[src/hw/rtl/uvsg_pkg.sv]
`timescale 1ns / 1ps
// Shared types, constants and helper functions for the UV sphere vertex generator.
// Depends on nothing; every other file of the block imports it.
package uvsg_pkg;

  // Segment range and configuration map
  localparam int SEG_W      = 9;
  localparam int RADIUS_W   = 16;
  localparam int CFG_IDX_W  = 1;
  localparam int CFG_DATA_W = 16;

  localparam logic [CFG_IDX_W-1:0] REG_RADIUS   = 1'd0;
  localparam logic [CFG_IDX_W-1:0] REG_SEGMENTS = 1'd1;

  localparam logic [RADIUS_W-1:0] RADIUS_RST = 16'd256;
  localparam logic [SEG_W-1:0]    SEG_RST    = 9'd16;
  localparam logic [SEG_W-1:0]    SEG_MIN    = 9'd3;
  localparam logic [SEG_W-1:0]    SEG_MAX    = 9'd256;

  // Long division of an index by the segment count
  localparam int REM_W          = 8;
  localparam int HALF_W         = 8;
  localparam int FRAC_W         = 32;
  localparam int Q_W            = FRAC_W + 1;
  localparam int PP_W           = Q_W + 1;
  localparam int BITS_PER_STAGE = 4;
  localparam int DIV_STAGES     = FRAC_W / BITS_PER_STAGE;
  localparam int TEX_FRAC       = 16;
  localparam int Q16_STAGE      = TEX_FRAC / BITS_PER_STAGE;
  localparam int TEX_W          = TEX_FRAC + 1;

  // Sine evaluation, Q30 magnitudes
  localparam int PHASE_W = 32;
  localparam int MAG_W   = 31;
  localparam int PROD_W  = 2 * MAG_W;
  localparam int QS_LAT  = 6;

  localparam logic [MAG_W-1:0]  Q30_ONE = 31'h4000_0000;
  localparam logic [PROD_W-1:0] RND30   = 62'h0000_0000_2000_0000;
  localparam logic [MAG_W-1:0]  COEF_C1 = 31'd1686629713;
  localparam logic [MAG_W-1:0]  COEF_C3 = 31'd693598668;
  localparam logic [MAG_W-1:0]  COEF_C5 = 31'd85569274;
  localparam logic [MAG_W-1:0]  COEF_C7 = 31'd5026991;
  localparam logic [MAG_W-1:0]  COEF_C9 = 31'd172272;

  // Outputs
  localparam int POS_W  = 17;
  localparam int NORM_W = 16;
  localparam int PPROD_W = RADIUS_W + MAG_W;
  localparam logic [TEX_W-1:0]         TEX_ONE  = 17'd65536;
  localparam logic signed [NORM_W-1:0] NORM_ONE = 16'sd16384;

  // Queue between front and back
  localparam int FIFO_DEPTH = 4;
  localparam int FIFO_AW    = 2;
  localparam int FIFO_CW    = 3;

  // One lane of the divider: quotient so far, remainder, and the 17-bit snapshot
  typedef struct packed {
    logic [Q_W-1:0]   q;
    logic [REM_W-1:0] rem;
    logic [TEX_W-1:0] q16;
    logic [REM_W-1:0] r16;
  } div_lane_t;

  typedef struct packed {
    div_lane_t row;
    div_lane_t col;
    logic      clamped;
  } div_item_t;

  // Beat handed from front to back through the queue
  typedef struct packed {
    logic [PHASE_W-1:0] pt;
    logic [PHASE_W-1:0] pp;
    logic [TEX_W-1:0]   tex_u;
    logic [TEX_W-1:0]   tex_v;
    logic               clamped;
  } phase_item_t;

  // Fields that ride alongside the sine pipeline
  typedef struct packed {
    logic [TEX_W-1:0] tex_u;
    logic [TEX_W-1:0] tex_v;
    logic             clamped;
  } side_t;

  typedef struct packed {
    logic empty;
    logic full;
  } fifo_stat_t;

  // Four restoring division steps: one quotient bit per step
  function automatic div_lane_t div_step(div_lane_t a, logic [SEG_W-1:0] s);
    div_lane_t        o;
    logic [SEG_W-1:0] t;
    o = a;
    for (int i = 0; i < BITS_PER_STAGE; i++) begin
      t = {o.rem, 1'b0};
      if (t >= s) begin
        o.rem = REM_W'(t - s);
        o.q   = {o.q[Q_W-2:0], 1'b1};
      end else begin
        o.rem = t[REM_W-1:0];
        o.q   = {o.q[Q_W-2:0], 1'b0};
      end
    end
    return o;
  endfunction

endpackage

[src/hw/rtl/uvsg_fifo.sv]
`timescale 1ns / 1ps
// Short queue that decouples the front end from the sine back end.
// Holds phase_item_t beats from uvsg_pkg.
module uvsg_fifo (
  input  logic                   clk,
  input  logic                   rst_n,
  input  logic                   push,
  input  uvsg_pkg::phase_item_t  push_item,
  input  logic                   pop,
  output uvsg_pkg::phase_item_t  head,
  output uvsg_pkg::fifo_stat_t   stat
);
  import uvsg_pkg::*;

  phase_item_t        mem_r [0:FIFO_DEPTH-1];
  logic [FIFO_AW-1:0] wr_ptr_r;
  logic [FIFO_AW-1:0] rd_ptr_r;
  logic [FIFO_CW-1:0] cnt_r;
  logic [FIFO_CW-1:0] cnt_nxt;

  assign stat.empty = cnt_r == '0;
  assign stat.full  = cnt_r == FIFO_CW'(FIFO_DEPTH);
  assign head       = mem_r[rd_ptr_r];

  always_comb begin
    cnt_nxt = cnt_r;
    if (push && !pop) begin
      cnt_nxt = cnt_r + FIFO_CW'(1);
    end else if (pop && !push) begin
      cnt_nxt = cnt_r - FIFO_CW'(1);
    end
  end

  // Pointers and fill count
  always_ff @(posedge clk) begin
    if (!rst_n) begin
      wr_ptr_r <= '0;
      rd_ptr_r <= '0;
      cnt_r    <= '0;
    end else begin
      if (push) begin
        wr_ptr_r <= wr_ptr_r + FIFO_AW'(1);
      end
      if (pop) begin
        rd_ptr_r <= rd_ptr_r + FIFO_AW'(1);
      end
      cnt_r <= cnt_nxt;
    end
  end

  // Storage
  always_ff @(posedge clk) begin
    if (push) begin
      mem_r[wr_ptr_r] <= push_item;
    end
  end

`ifndef SYNTHESIS
  a_no_overflow: assert property (@(posedge clk) disable iff (!rst_n)
    push |-> !stat.full || pop)
    else $error("queue push while full");
  a_no_underflow: assert property (@(posedge clk) disable iff (!rst_n)
    pop |-> !stat.empty)
    else $error("queue pop while empty");
  a_cnt_bound: assert property (@(posedge clk) disable iff (!rst_n)
    cnt_r <= FIFO_CW'(FIFO_DEPTH))
    else $error("queue fill count above depth");
`endif

endmodule

[config.mk]
export PLATFORM = sky130hd
export DESIGN_NAME = uvsg_fifo
export DESIGN_NICKNAME = d
export VERILOG_FILES = /design/src/hw/rtl/uvsg_pkg.sv /design/src/hw/rtl/uvsg_fifo.sv
export SDC_FILE = /design/constraint.sdc
export NUM_CORES = 1
export LEC_CHECK = 0
export BUFFER_PORTS_ARGS = -buffer_cell sky130_fd_sc_hd__buf_2
export CORE_MARGIN = 5
export CORE_UTILIZATION = 57
export CTS_CLUSTER_DIAMETER = 80
export DETAILED_ROUTE_END_ITERATION = 12
export PLACE_DENSITY = 0.87
export SYNTH_ARGS = -nofsm -noshare
export SYNTH_HDL_FRONTEND = slang
export SYNTH_SLANG_ARGS = --single-unit
[constraint.sdc]
create_clock -name clk -period 3.62 [get_ports clk]
set_input_delay 0.543 -clock clk [delete_from_list [all_inputs] [get_ports clk]]
set_output_delay 0.543 -clock clk [all_outputs]
set_load 0.005 [all_outputs]
==> out/metrics.sh <==
RESULT_OF_THE_RUN='completed'
CRIT_PATH_CELL_TRACE='buf_12, mux4_2, buf_2'
CLOCK_NET_SINK_COUNT=405
GRT_ANTENNA_BEFORE_REPAIR=4
ROOT_BUFFER='sky130_fd_sc_hd__clkbuf_16'
GRT_START_MAX_NET_PINS=77
SYNTH.TOP_CELL.AREA_SHARE_PCT=80.9
SETUP.WORST_PATH.START_CLASS='flip-flop'
GRT_PASS1_WL_UM=42300
VIAS_PER_CELL=5.75
DESIGN.CORE.AREA_SQ_MM=0.0253
CTS_SETUP_BUFFERS=0
WIRE_PER_INST_UM=24.0
CRIT_PATH_MAX_DELAY_FAMILY='flip-flops'
IO_BUFFER_COUNT=203
PLACED_CELL_AREA_SQ_MM=0.0162
POSTCTSHOLDBUFS=0
CTS_BUFFERS=40
DRC=0
FINAL.SETUP_SKEW_NS=0.0115
MIN_TO='mem_r[0][48]'
PLACE_CONGESTION=0.725
PWR_DENSITY_CELL_mW_PER_MM2=583
REPORT.FINAL.SLEW_VIOL_COUNT=0
HOLDPATHSTAGES=1
SYNTHDOMINANTAREACELLTYPE='sky130_fd_sc_hd__edfxtp_1'
FINAL_CELL_MIX='396 x sky130_fd_sc_hd__edfxtp_1, 203 x sky130_fd_sc_hd__buf_2, 99 x sky130_fd_sc_hd__mux4_2, 41 x sky130_fd_sc_hd__clkbuf_16, 11 x sky130_fd_sc_hd__clkinv_1'
CTS_RESIZED=0
DESIGN_POWER_TOTAL_mW=10.1
PLACEMENT_ROWS=58
AREA_OF_ALL_PLACED_CELLS_WITHOUT_FILLERS_SQ_MM=0.0174
YS_TOP_CELLS_BY_AREA='sky130_fd_sc_hd__edfxtp_1 81%, sky130_fd_sc_hd__mux4_2 15%, sky130_fd_sc_hd__dfxtp_1 1.2%'
FINAL_LAYOUT_SIZE_SUFFIX_GT1_SHARE_PCT=45.1
STDCELL_COUNT=1151
CLKSLEWWORSTSETUPHOLDPATHS_NS=0.06
DRT_WL_TOTAL_UM=27600
SLOWEST_DELAY_NS=0.58
CRITICAL_PATH_BUF_INV_COUNT=2
RR_WORST_DEPTH=4
SYNTH.AVG_CELL_AREA_SQ_UM=26.2
ANT_NETS=0
RSZ0062_AT_GRT='false'
SYNTH_AREA_SQ_MM=0.0147
IR_WORST_VDD_V=0.000430
FINAL_CORE_UTIL_PCT=68.7
YS_FF_LATCH=405
TIMING.MAX_SLEW.REL_SLACK_PCT=47.4
HOLD_START='push_item[48]'
TIMING.CRITICAL_PATH.SLOWEST_STAGE_CELL='sky130_fd_sc_hd__dfxtp_4'
AREAGROWTHSYNTHTOFINISH_PCT=18.1
DIE_H_UM=171
R2R-END='mem_r[0][6]'
GROUTE.USAGE.OVERALL_PCT=19.2
TIMING.SETUP.TNS_NS=0
CTS-ROOT-TO-SINK-BUFFERS=3
DP_HPWL_UM=16700
WORSTMARGINPINSLEW_NS=0.789
SYNTH_CELLS=560
TIMING.FMAX_MHz=369
DETAILROUTE.VIA_COUNT=6616
YOSYSWARNINGCOUNT=0
HOLD_PATH_CLASS='in -> reg'
CRITICAL_PATH_REQUIRED_NS=3.08
R2R_START='wr_ptr_r[0]'
PORTS=204
DR.FIRST_ITER.DRC_COUNT=618
RRSETUPSLACK_NS=1.82
CLKLATENCYLATEPIN_NS=0.50
CRIT_PATH_END_KIND='primary output'
WORST_EP_ARRIVAL_TIME_NS=2.17
MOSTFREQUENTLAYOUTCELL='sky130_fd_sc_hd__edfxtp_1'
HOLD_VIOLATIONS=0
YS_SEQ_AREA_SHARE_PCT=82.1
DETAILEDROUTE.FIRSTPASSITERATIONCOUNT=4
FLOORPLAN.INITIALDENSITY_PCT=58.2
PLACED_CELLS=1083
NUMBER_OF_MAXIMUM_CAPACITANCE_VIOLATIONS=0
DIE_WIDTH_UM=171
LARGEST_FANOUT_ON_THE_CRITICAL_PATH=76
DIE-AREA_SQ_MM=0.0291
CTS_HTREE_LEVELS=2
YS_TYPES=22
FIN_NETS=904
POSTSYNTHNETCOUNT=669
GLOBAL_ROUTE.OVERFLOW_TOTAL=0
MIN_PERIOD_NS=2.71
TIMING.SETUP.CRITICAL_PATH_CLASS='reg -> out'
PERIOD_SHARE_PCT=74.8
VIA_COUNT_OF_THE_FIRST_GLOBAL_ROUTING_PASS=7304
SETUP_VIOL_COUNT_FINAL=0
CTS_TREE='built'
POWER_LEAKAGE_nW=5.84
-- per-stage QoR --
stage                     setup WS [ns]  hold slack (ns)
after global routing              0.811            0.228
final                             0.910            0.253
after detailed placement           1.43            0.506
after floorplan                   0.322            0.472
after global placement             1.44            0.488
after CTS                         0.880            0.224
-- final cells by class --
cell class                      instances  area (sq um)
Fill cell                            1521          7900
Clock inverter                         19           136
Inverter                                4          15.0
Antenna cell                            2          5.00
Sequential cell                       405         12100
Timing Repair Buffer                  215          1170
Multi-Input combinational cell        129          2490
Tap cell                              330           413
Clock buffer                           47          1050
-- routing by layer --
metal | track usage, % | wire, um | vias up
li1 | - | - | 2878
met1 | 25.2 | 10600 | 3445
met3 | 5.43 | 2120 | 43
met2 | 32.6 | 14400 | 244
met4 | 4.34 | 433 | 6
met5 | 0 | 33 | -
-- Yosys cell counts --
master / n
sky130_fd_sc_hd__edfxtp_1: 396
sky130_fd_sc_hd__mux4_2: 99
sky130_fd_sc_hd__buf_2: 10
sky130_fd_sc_hd__and2_1: 9
sky130_fd_sc_hd__dfxtp_1: 9
sky130_fd_sc_hd__clkbuf_1: 8
sky130_fd_sc_hd__ha_1: 5
sky130_fd_sc_hd__inv_1: 4
sky130_fd_sc_hd__xor2_1: 3
sky130_fd_sc_hd__buf_8: 2
sky130_fd_sc_hd__mux2i_1: 2
sky130_fd_sc_hd__nor2b_1: 2
sky130_fd_sc_hd__xnor2_1: 2
sky130_fd_sc_hd__a21boi_0: 1
sky130_fd_sc_hd__buf_4: 1
sky130_fd_sc_hd__buf_6: 1
sky130_fd_sc_hd__fa_1: 1
sky130_fd_sc_hd__nand2_1: 1
sky130_fd_sc_hd__nor3_1: 1
sky130_fd_sc_hd__nor3b_1: 1
sky130_fd_sc_hd__o21ai_0: 1
sky130_fd_sc_hd__or3_1: 1
-- power breakdown --
part | switching [mW] | internal [mW] | total [mW]
registers | 0.0722 | 5.39 | 5.46
clock network | 1.55 | 2.19 | 3.75
logic | 0.454 | 0.448 | 0.902
-- logic make-up after synthesis --
| group | synth area share, % |
|---|---|
| flip-flops | 82.1 |
| AO/OA/AOI/OAI | 0.0851 |
| AND/OR/NAND/NOR | 0.621 |
| buffers and inverters | 0.979 |
| multiplexers | 15.3 |
| XOR/XNOR | 0.298 |
| adder cells (fa/ha/maj) | 0.562 |
-- state kept, by name (all words and copies together), names as in the netlist, named ones only --
register,cells
mem_r,396
cnt_r,3
rd_ptr_r,2
wr_ptr_r,2
-- worst max-delay path by stage --
stage / startpoint / end / slack [ns] / depth (start not counted)
after floorplan: push / mem_r[0][0] / 0.32 / 1
after global placement: flip-flop / head[73] / 1.44 / 3
after detailed placement: flip-flop / head[94] / 1.43 / 3
after CTS: flip-flop / head[94] / 0.88 / 3
after global routing: flip-flop / head[73] / 0.81 / 3
final: flip-flop / head[44] / 0.91 / 3
Power figures use the tool's default switching activity.
