<file path="src/hw/rtl/uvsg_pkg.sv">
`timescale 1ns / 1ps
// Shared types, constants and helper functions for the UV sphere vertex generator.
// Depends on nothing; every other file of the block imports it.
package uvsg_pkg;

  // Segment range and configuration map
  localparam int SEG_W      = 9;
  localparam int RADIUS_W   = 16;
  localparam int CFG_IDX_W  = 1;
  localparam int CFG_DATA_W = 16;

  localparam logic [CFG_IDX_W-1:0] REG_RADIUS   = 1'd0;
  localparam logic [CFG_IDX_W-1:0] REG_SEGMENTS = 1'd1;

  localparam logic [RADIUS_W-1:0] RADIUS_RST = 16'd256;
  localparam logic [SEG_W-1:0]    SEG_RST    = 9'd16;
  localparam logic [SEG_W-1:0]    SEG_MIN    = 9'd3;
  localparam logic [SEG_W-1:0]    SEG_MAX    = 9'd256;

  // Long division of an index by the segment count
  localparam int REM_W          = 8;
  localparam int HALF_W         = 8;
  localparam int FRAC_W         = 32;
  localparam int Q_W            = FRAC_W + 1;
  localparam int PP_W           = Q_W + 1;
  localparam int BITS_PER_STAGE = 4;
  localparam int DIV_STAGES     = FRAC_W / BITS_PER_STAGE;
  localparam int TEX_FRAC       = 16;
  localparam int Q16_STAGE      = TEX_FRAC / BITS_PER_STAGE;
  localparam int TEX_W          = TEX_FRAC + 1;

  // Sine evaluation, Q30 magnitudes
  localparam int PHASE_W = 32;
  localparam int MAG_W   = 31;
  localparam int PROD_W  = 2 * MAG_W;
  localparam int QS_LAT  = 6;

  localparam logic [MAG_W-1:0]  Q30_ONE = 31'h4000_0000;
  localparam logic [PROD_W-1:0] RND30   = 62'h0000_0000_2000_0000;
  localparam logic [MAG_W-1:0]  COEF_C1 = 31'd1686629713;
  localparam logic [MAG_W-1:0]  COEF_C3 = 31'd693598668;
  localparam logic [MAG_W-1:0]  COEF_C5 = 31'd85569274;
  localparam logic [MAG_W-1:0]  COEF_C7 = 31'd5026991;
  localparam logic [MAG_W-1:0]  COEF_C9 = 31'd172272;

  // Outputs
  localparam int POS_W  = 17;
  localparam int NORM_W = 16;
  localparam int PPROD_W = RADIUS_W + MAG_W;
  localparam logic [TEX_W-1:0]         TEX_ONE  = 17'd65536;
  localparam logic signed [NORM_W-1:0] NORM_ONE = 16'sd16384;

  // Queue between front and back
  localparam int FIFO_DEPTH = 4;
  localparam int FIFO_AW    = 2;
  localparam int FIFO_CW    = 3;

  // One lane of the divider: quotient so far, remainder, and the 17-bit snapshot
  typedef struct packed {
    logic [Q_W-1:0]   q;
    logic [REM_W-1:0] rem;
    logic [TEX_W-1:0] q16;
    logic [REM_W-1:0] r16;
  } div_lane_t;

  typedef struct packed {
    div_lane_t row;
    div_lane_t col;
    logic      clamped;
  } div_item_t;

  // Beat handed from front to back through the queue
  typedef struct packed {
    logic [PHASE_W-1:0] pt;
    logic [PHASE_W-1:0] pp;
    logic [TEX_W-1:0]   tex_u;
    logic [TEX_W-1:0]   tex_v;
    logic               clamped;
  } phase_item_t;

  // Fields that ride alongside the sine pipeline
  typedef struct packed {
    logic [TEX_W-1:0] tex_u;
    logic [TEX_W-1:0] tex_v;
    logic             clamped;
  } side_t;

  typedef struct packed {
    logic empty;
    logic full;
  } fifo_stat_t;

  // Four restoring division steps: one quotient bit per step
  function automatic div_lane_t div_step(div_lane_t a, logic [SEG_W-1:0] s);
    div_lane_t        o;
    logic [SEG_W-1:0] t;
    o = a;
    for (int i = 0; i < BITS_PER_STAGE; i++) begin
      t = {o.rem, 1'b0};
      if (t >= s) begin
        o.rem = REM_W'(t - s);
        o.q   = {o.q[Q_W-2:0], 1'b1};
      end else begin
        o.rem = t[REM_W-1:0];
        o.q   = {o.q[Q_W-2:0], 1'b0};
      end
    end
    return o;
  endfunction

endpackage

</file>
<file path="src/hw/rtl/uvsg_front.sv">
`timescale 1ns / 1ps
// Front end: accepts row/col beats, clamps them and divides by the segment count.
// Produces the two angle phases and the texture coordinates. Uses uvsg_pkg.
module uvsg_front (
  input  logic                        clk,
  input  logic                        rst_n,
  input  logic                        in_valid,
  output logic                        in_stall,
  input  logic [uvsg_pkg::SEG_W-1:0]  in_row,
  input  logic [uvsg_pkg::SEG_W-1:0]  in_col,
  input  logic [uvsg_pkg::SEG_W-1:0]  seg,
  input  uvsg_pkg::fifo_stat_t        fstat,
  output logic                        push,
  output uvsg_pkg::phase_item_t       push_item
);
  import uvsg_pkg::*;

  logic                  adv;
  logic [HALF_W-1:0]     half;
  logic [SEG_W-1:0]      row_c;
  logic [SEG_W-1:0]      col_c;
  logic                  row_big;
  logic                  col_big;
  div_item_t             st_r   [0:DIV_STAGES];
  div_item_t             st_nxt [0:DIV_STAGES];
  logic [DIV_STAGES:0]   v_r;
  phase_item_t           res_r;
  phase_item_t           res_nxt;
  logic                  res_v_r;
  logic                  corr_c;
  logic                  corr16_c;
  logic                  corr16_v;
  logic [PP_W-1:0]       pp_sum;

  // Whole front advances unless its last beat cannot enter the queue
  assign adv       = !(res_v_r && fstat.full);
  assign in_stall  = !adv;
  assign push      = res_v_r && !fstat.full;
  assign push_item = res_r;
  assign half      = seg[SEG_W-1:1];

  // Clamp indexes above the segment count
  assign row_big = in_row > seg;
  assign col_big = in_col > seg;
  assign row_c   = row_big ? seg : in_row;
  assign col_c   = col_big ? seg : in_col;

  // Integer quotient bit, then four fraction bits per stage
  always_comb begin
    st_nxt[0].row.q     = {{FRAC_W{1'b0}}, row_c == seg};
    st_nxt[0].row.rem   = (row_c == seg) ? '0 : row_c[REM_W-1:0];
    st_nxt[0].row.q16   = '0;
    st_nxt[0].row.r16   = '0;
    st_nxt[0].col.q     = {{FRAC_W{1'b0}}, col_c == seg};
    st_nxt[0].col.rem   = (col_c == seg) ? '0 : col_c[REM_W-1:0];
    st_nxt[0].col.q16   = '0;
    st_nxt[0].col.r16   = '0;
    st_nxt[0].clamped   = row_big || col_big;
    for (int i = 1; i <= DIV_STAGES; i++) begin
      st_nxt[i].row     = div_step(st_r[i-1].row, seg);
      st_nxt[i].col     = div_step(st_r[i-1].col, seg);
      st_nxt[i].clamped = st_r[i-1].clamped;
      if (i == Q16_STAGE) begin
        st_nxt[i].row.q16 = st_nxt[i].row.q[TEX_W-1:0];
        st_nxt[i].row.r16 = st_nxt[i].row.rem;
        st_nxt[i].col.q16 = st_nxt[i].col.q[TEX_W-1:0];
        st_nxt[i].col.r16 = st_nxt[i].col.rem;
      end
    end
  end

  // Rounding corrections: remainder plus half a segment reaching a full one
  always_comb begin
    corr_c   = ({1'b0, st_r[DIV_STAGES].col.rem} + {1'b0, half}) >= seg;
    corr16_c = ({1'b0, st_r[DIV_STAGES].col.r16} + {1'b0, half}) >= seg;
    corr16_v = ({1'b0, st_r[DIV_STAGES].row.r16} + {1'b0, half}) >= seg;
    pp_sum   = {1'b0, st_r[DIV_STAGES].row.q} + PP_W'(1);
    res_nxt.pt      = PHASE_W'(st_r[DIV_STAGES].col.q + Q_W'(corr_c));
    res_nxt.pp      = pp_sum[PHASE_W:1];
    res_nxt.tex_u   = st_r[DIV_STAGES].col.q16 + TEX_W'(corr16_c);
    res_nxt.tex_v   = st_r[DIV_STAGES].row.q16 + TEX_W'(corr16_v);
    res_nxt.clamped = st_r[DIV_STAGES].clamped;
  end

  // Valid bits
  always_ff @(posedge clk) begin
    if (!rst_n) begin
      v_r     <= '0;
      res_v_r <= 1'b0;
    end else if (adv) begin
      v_r     <= {v_r[DIV_STAGES-1:0], in_valid};
      res_v_r <= v_r[DIV_STAGES];
    end
  end

  // Payload
  always_ff @(posedge clk) begin
    if (adv) begin
      for (int i = 0; i <= DIV_STAGES; i++) begin
        st_r[i] <= st_nxt[i];
      end
      res_r <= res_nxt;
    end
  end

endmodule

</file>
<file path="config.mk">
export PLATFORM = sky130hd
export DESIGN_NAME = uvsg_front
export DESIGN_NICKNAME = d
export VERILOG_FILES = /design/src/hw/rtl/uvsg_pkg.sv /design/src/hw/rtl/uvsg_front.sv
export SDC_FILE = /design/constraint.sdc
export NUM_CORES = 2
export LEC_CHECK = 0
export BUFFER_PORTS_ARGS = -buffer_cell sky130_fd_sc_hd__buf_4
export CAP_MARGIN = 30
export CORE_MARGIN = 2
export CORE_UTILIZATION = 53
export DETAILED_ROUTE_END_ITERATION = 6
export GPL_ROUTABILITY_DRIVEN = 0
export PLACE_DENSITY_LB_ADDON = 0.12
export SLEW_MARGIN = 30
export SYNTH_ARGS = -nofsm -noshare
export SYNTH_HDL_FRONTEND = slang
export SYNTH_SLANG_ARGS = --single-unit
</file>
<file path="constraint.sdc">
create_clock -name clk -period 41.5 [get_ports clk]
set_input_delay 0 -clock clk [delete_from_list [all_inputs] [get_ports clk]]
set_output_delay 0 -clock clk [all_outputs]
set_load 0.01 [all_outputs]
</file>
==> impl_metrics.py <==
metrics = {
    "synth": {
        "syn_nets": 5312,
        "seq_area_frac_synth_pct": 38.4,
        "syn_area_um2": 48600,
        "synthFlopType": "edfxtp_1",
        "synth_area_per_cell_um2": 10.4,
        "synth_seq_cells": 624,
        "yosysTopAreaCell": "edfxtp_1",
        "ys_top_cells_by_count": "edfxtp_1, ha_1, nor2_1",
        "synth_edf_count": 614,
        "syn_inst": 4657,
        "synth_top_cell_area_share_pct": 37.9,
        "synthArstFlopShare_pct": 0,
        "yosysMostFrequentCell": "edfxtp_1",
        "synth.distinct_cells": 81,
        "synth.area.top_cells": "edfxtp_1, ha_1, mux2_2, xnor2_1, xor2_1",
        "synth_warnings": 0,
    },
    "sta": {
        "finalCritPeriodShare_pct": 23.5,
        "setup_violations": 0,
        "setup-tns-final_ns": 0,
        "finalHoldViolCount": 0,
        "fmax_mhz": 103,
        "layout_min_cycle_time_ns": 9.75,
        "maxSlewHeadroom_pct": 35.8,
        "worst_slew_pin_slew_ns": 0.957,
        "slew_violations": 0,
        "rsz0062_at_grt": "false",
        "fin_worst_skew_ns": 0.0235,
    },
    "worst_setup_path": {
        "worst-path-max-fanout": 54,
        "path_class": "in -> reg",
        "arrival_ns": 10.12,
        "cpMostUsedCell": "ha_1",
        "cp_slowest_cell": "o31ai_2",
        "worst_setup_path_start_kind": "input port",
        "endpoint_kind": "flip-flop",
        "cpPeakStageDelay_ns": 0.77,
        "crit_required_ns": 41.87,
    },
    "floorplan": {
        "fp.coreArea_um2": 91200,
        "die_y_um": 307,
        "die_w_um": 307,
        "ioPinCount": 133,
        "rows": 111,
        "die_area_um2": 94100,
        "start_util_pct": 53.3,
    },
    "clock_tree": {
        "clk_latency_ns": 0.65,
        "cts.sinks": 624,
        "clock_path_buffers": 3,
        "cts-resized-gates": 0,
        "htree_levels": 3,
        "cts_buffers": 74,
        "postCtsSetupBuffers": 0,
        "cts_root_buf": "clkbuf_16",
        "cts_tree": "yes",
        "clk_pin_slew_ns": 0.05,
    },
    "layout": {
        "multiInputGateArea_um2": 29100,
        "syn2layout_area_growth_pct": 10.9,
        "fill_cells": 7700,
        "drive_above_1_share_pct": 13.5,
        "seqCellArea_um2": 18600,
        "final_nets": 5505,
    },
    "global_routing": {
        "grt_pass1_wl_um": 182000,
        "grt_max_degree": 90,
        "track_usage_pct": 23.9,
        "grt_pass1_vias": 34496,
        "grt_overflow": 0,
        "antenna_found_initial": 0,
    },
    "routing": {
        "drc": 0,
        "dr.pass1.iters": 6,
        "wire_per_inst_um": 18.6,
        "routed_via_density": 5.93,
        "dr.first_iter.drc_count": 2698,
        "ant_nets": 0,
        "postRouteWirelength_um": 113000,
        "vias": 36175,
    },
    "hold_path": {
        "min_path_type": "in -> reg",
    },
    "flow_run": {
        "cap_violations": 0,
    },
    "outcome": {
        "status": "complete, no violations",
    },
    "place": {
        "post-dp-hpwl_um": 79900,
        "port_buffers": 131,
    },
}
stage by stage:
step	area [um^2]	util (%)	hold WS (ns)	setup WS, ns	cells
floorplan	48600	-	0.0464	23.16	4657
global placement	51100	56.0	0.267	31.59	5937
detailed placement	51100	56.0	0.268	31.56	5937
CTS	53800	59.0	0.0674	31.80	6095
global route	53900	59.0	0.125	31.27	6095
finish	53900	59.1	0.0970	31.75	6096
cell usage in the layout, fill, tap and decap left out, types with 23 or more instances in the layout:
cell and n:
or2_2 53, xor2_1 185, buf_4 167, or3_1 62, o211ai_1 23, ha_1 604
nand4_1 47, o2111ai_1 23, and2_1 47, a221o_1 26, o21ai_0 223, nor3_1 151
o21a_1 109, nor2_1 421, o31a_1 23, nand2_1 217, a31oi_1 40, a21o_1 100
dlygate4sd3_1 23, a21oi_1 285, nand2b_1 63, and3_1 36, mux2i_1 47, a211o_1 24
o31ai_1 49, o21bai_1 34, edfxtp_1 614, nor2b_1 68, inv_1 100, inv_2 31
nand3_1 113, clkbuf_16 76, xnor2_1 257, mux2_2 212
kinds of logic (layout without fill, tap and decap cells):
family | after synthesis | after routing | share of synthesized area [%]
AO/OA/AOI/OAI | 1155 | 1155 | 16.1
XOR/XNOR | 442 | 442 | 7.97
adder cells (fa/ha/maj) | 623 | 623 | 16.3
buffers and inverters | 222 | 474 | 1.86
flip-flops | 624 | 624 | 38.4
multiplexers | 272 | 272 | 6.26
other | 0 | 1 | 0
AND/OR/NAND/NOR | 1319 | 1319 | 13.1
what timing repair did:
| item | 4_1_cts | 5_1_grt |
|---|---|---|
| hold endpoints to repair | 45 | 0 |
| setup endpoints to repair | 0 | 0 |
| hold buffers | 23 | 0 |
sequential cells by signal (all words and copies together), names as in the netlist:
register and flops:
st_r 515, push_item 99, res_v_r 1, v_r 9
final cells by class:
type,count,share of cell area (%)
clock buffer,81,3.56
multi-input combinational,3811,54.0
timing repair buffer,198,2.94
sequential,624,34.6
tap,1186,2.75
inverter,141,1.01
antenna,1,0.00464
clock inverter,54,1.15
layer usage:
layer	track usage [%]	share of wire (%)
met5	0	0
met1	33.5	48
met3	2.63	4.2
met4	7.23	2.5
met2	38.8	46
worst paths after layout:
check / cells past startpoint / end / start / slack [ns]
setup / recovery: 33 / st_r[0][426] / seg[0] / 31.75
hold / removal: 5 / st_r[0][100] / in_row[8] / 0.1
setup reg to reg: 30 / st_r[0][426] / st_r[0][296] / 32.58
hold reg to reg: 0 / st_r[0][935] / st_r[0][802] / 0.41
critical path: cells and delay by family:
family | cells | cell delay, ns
AOI/OAI and AO/OA | 12 | 3.61
adders and majority gates | 4 | 1.27
buffers and inverters | 7 | 2.62
muxes | 3 | 1.15
and+or+nand+nor | 7 | 1.42
Power is left out: the tool's default activity adds up to more than one toggle a clock period on the data nets, which glitch-free logic cannot reach.
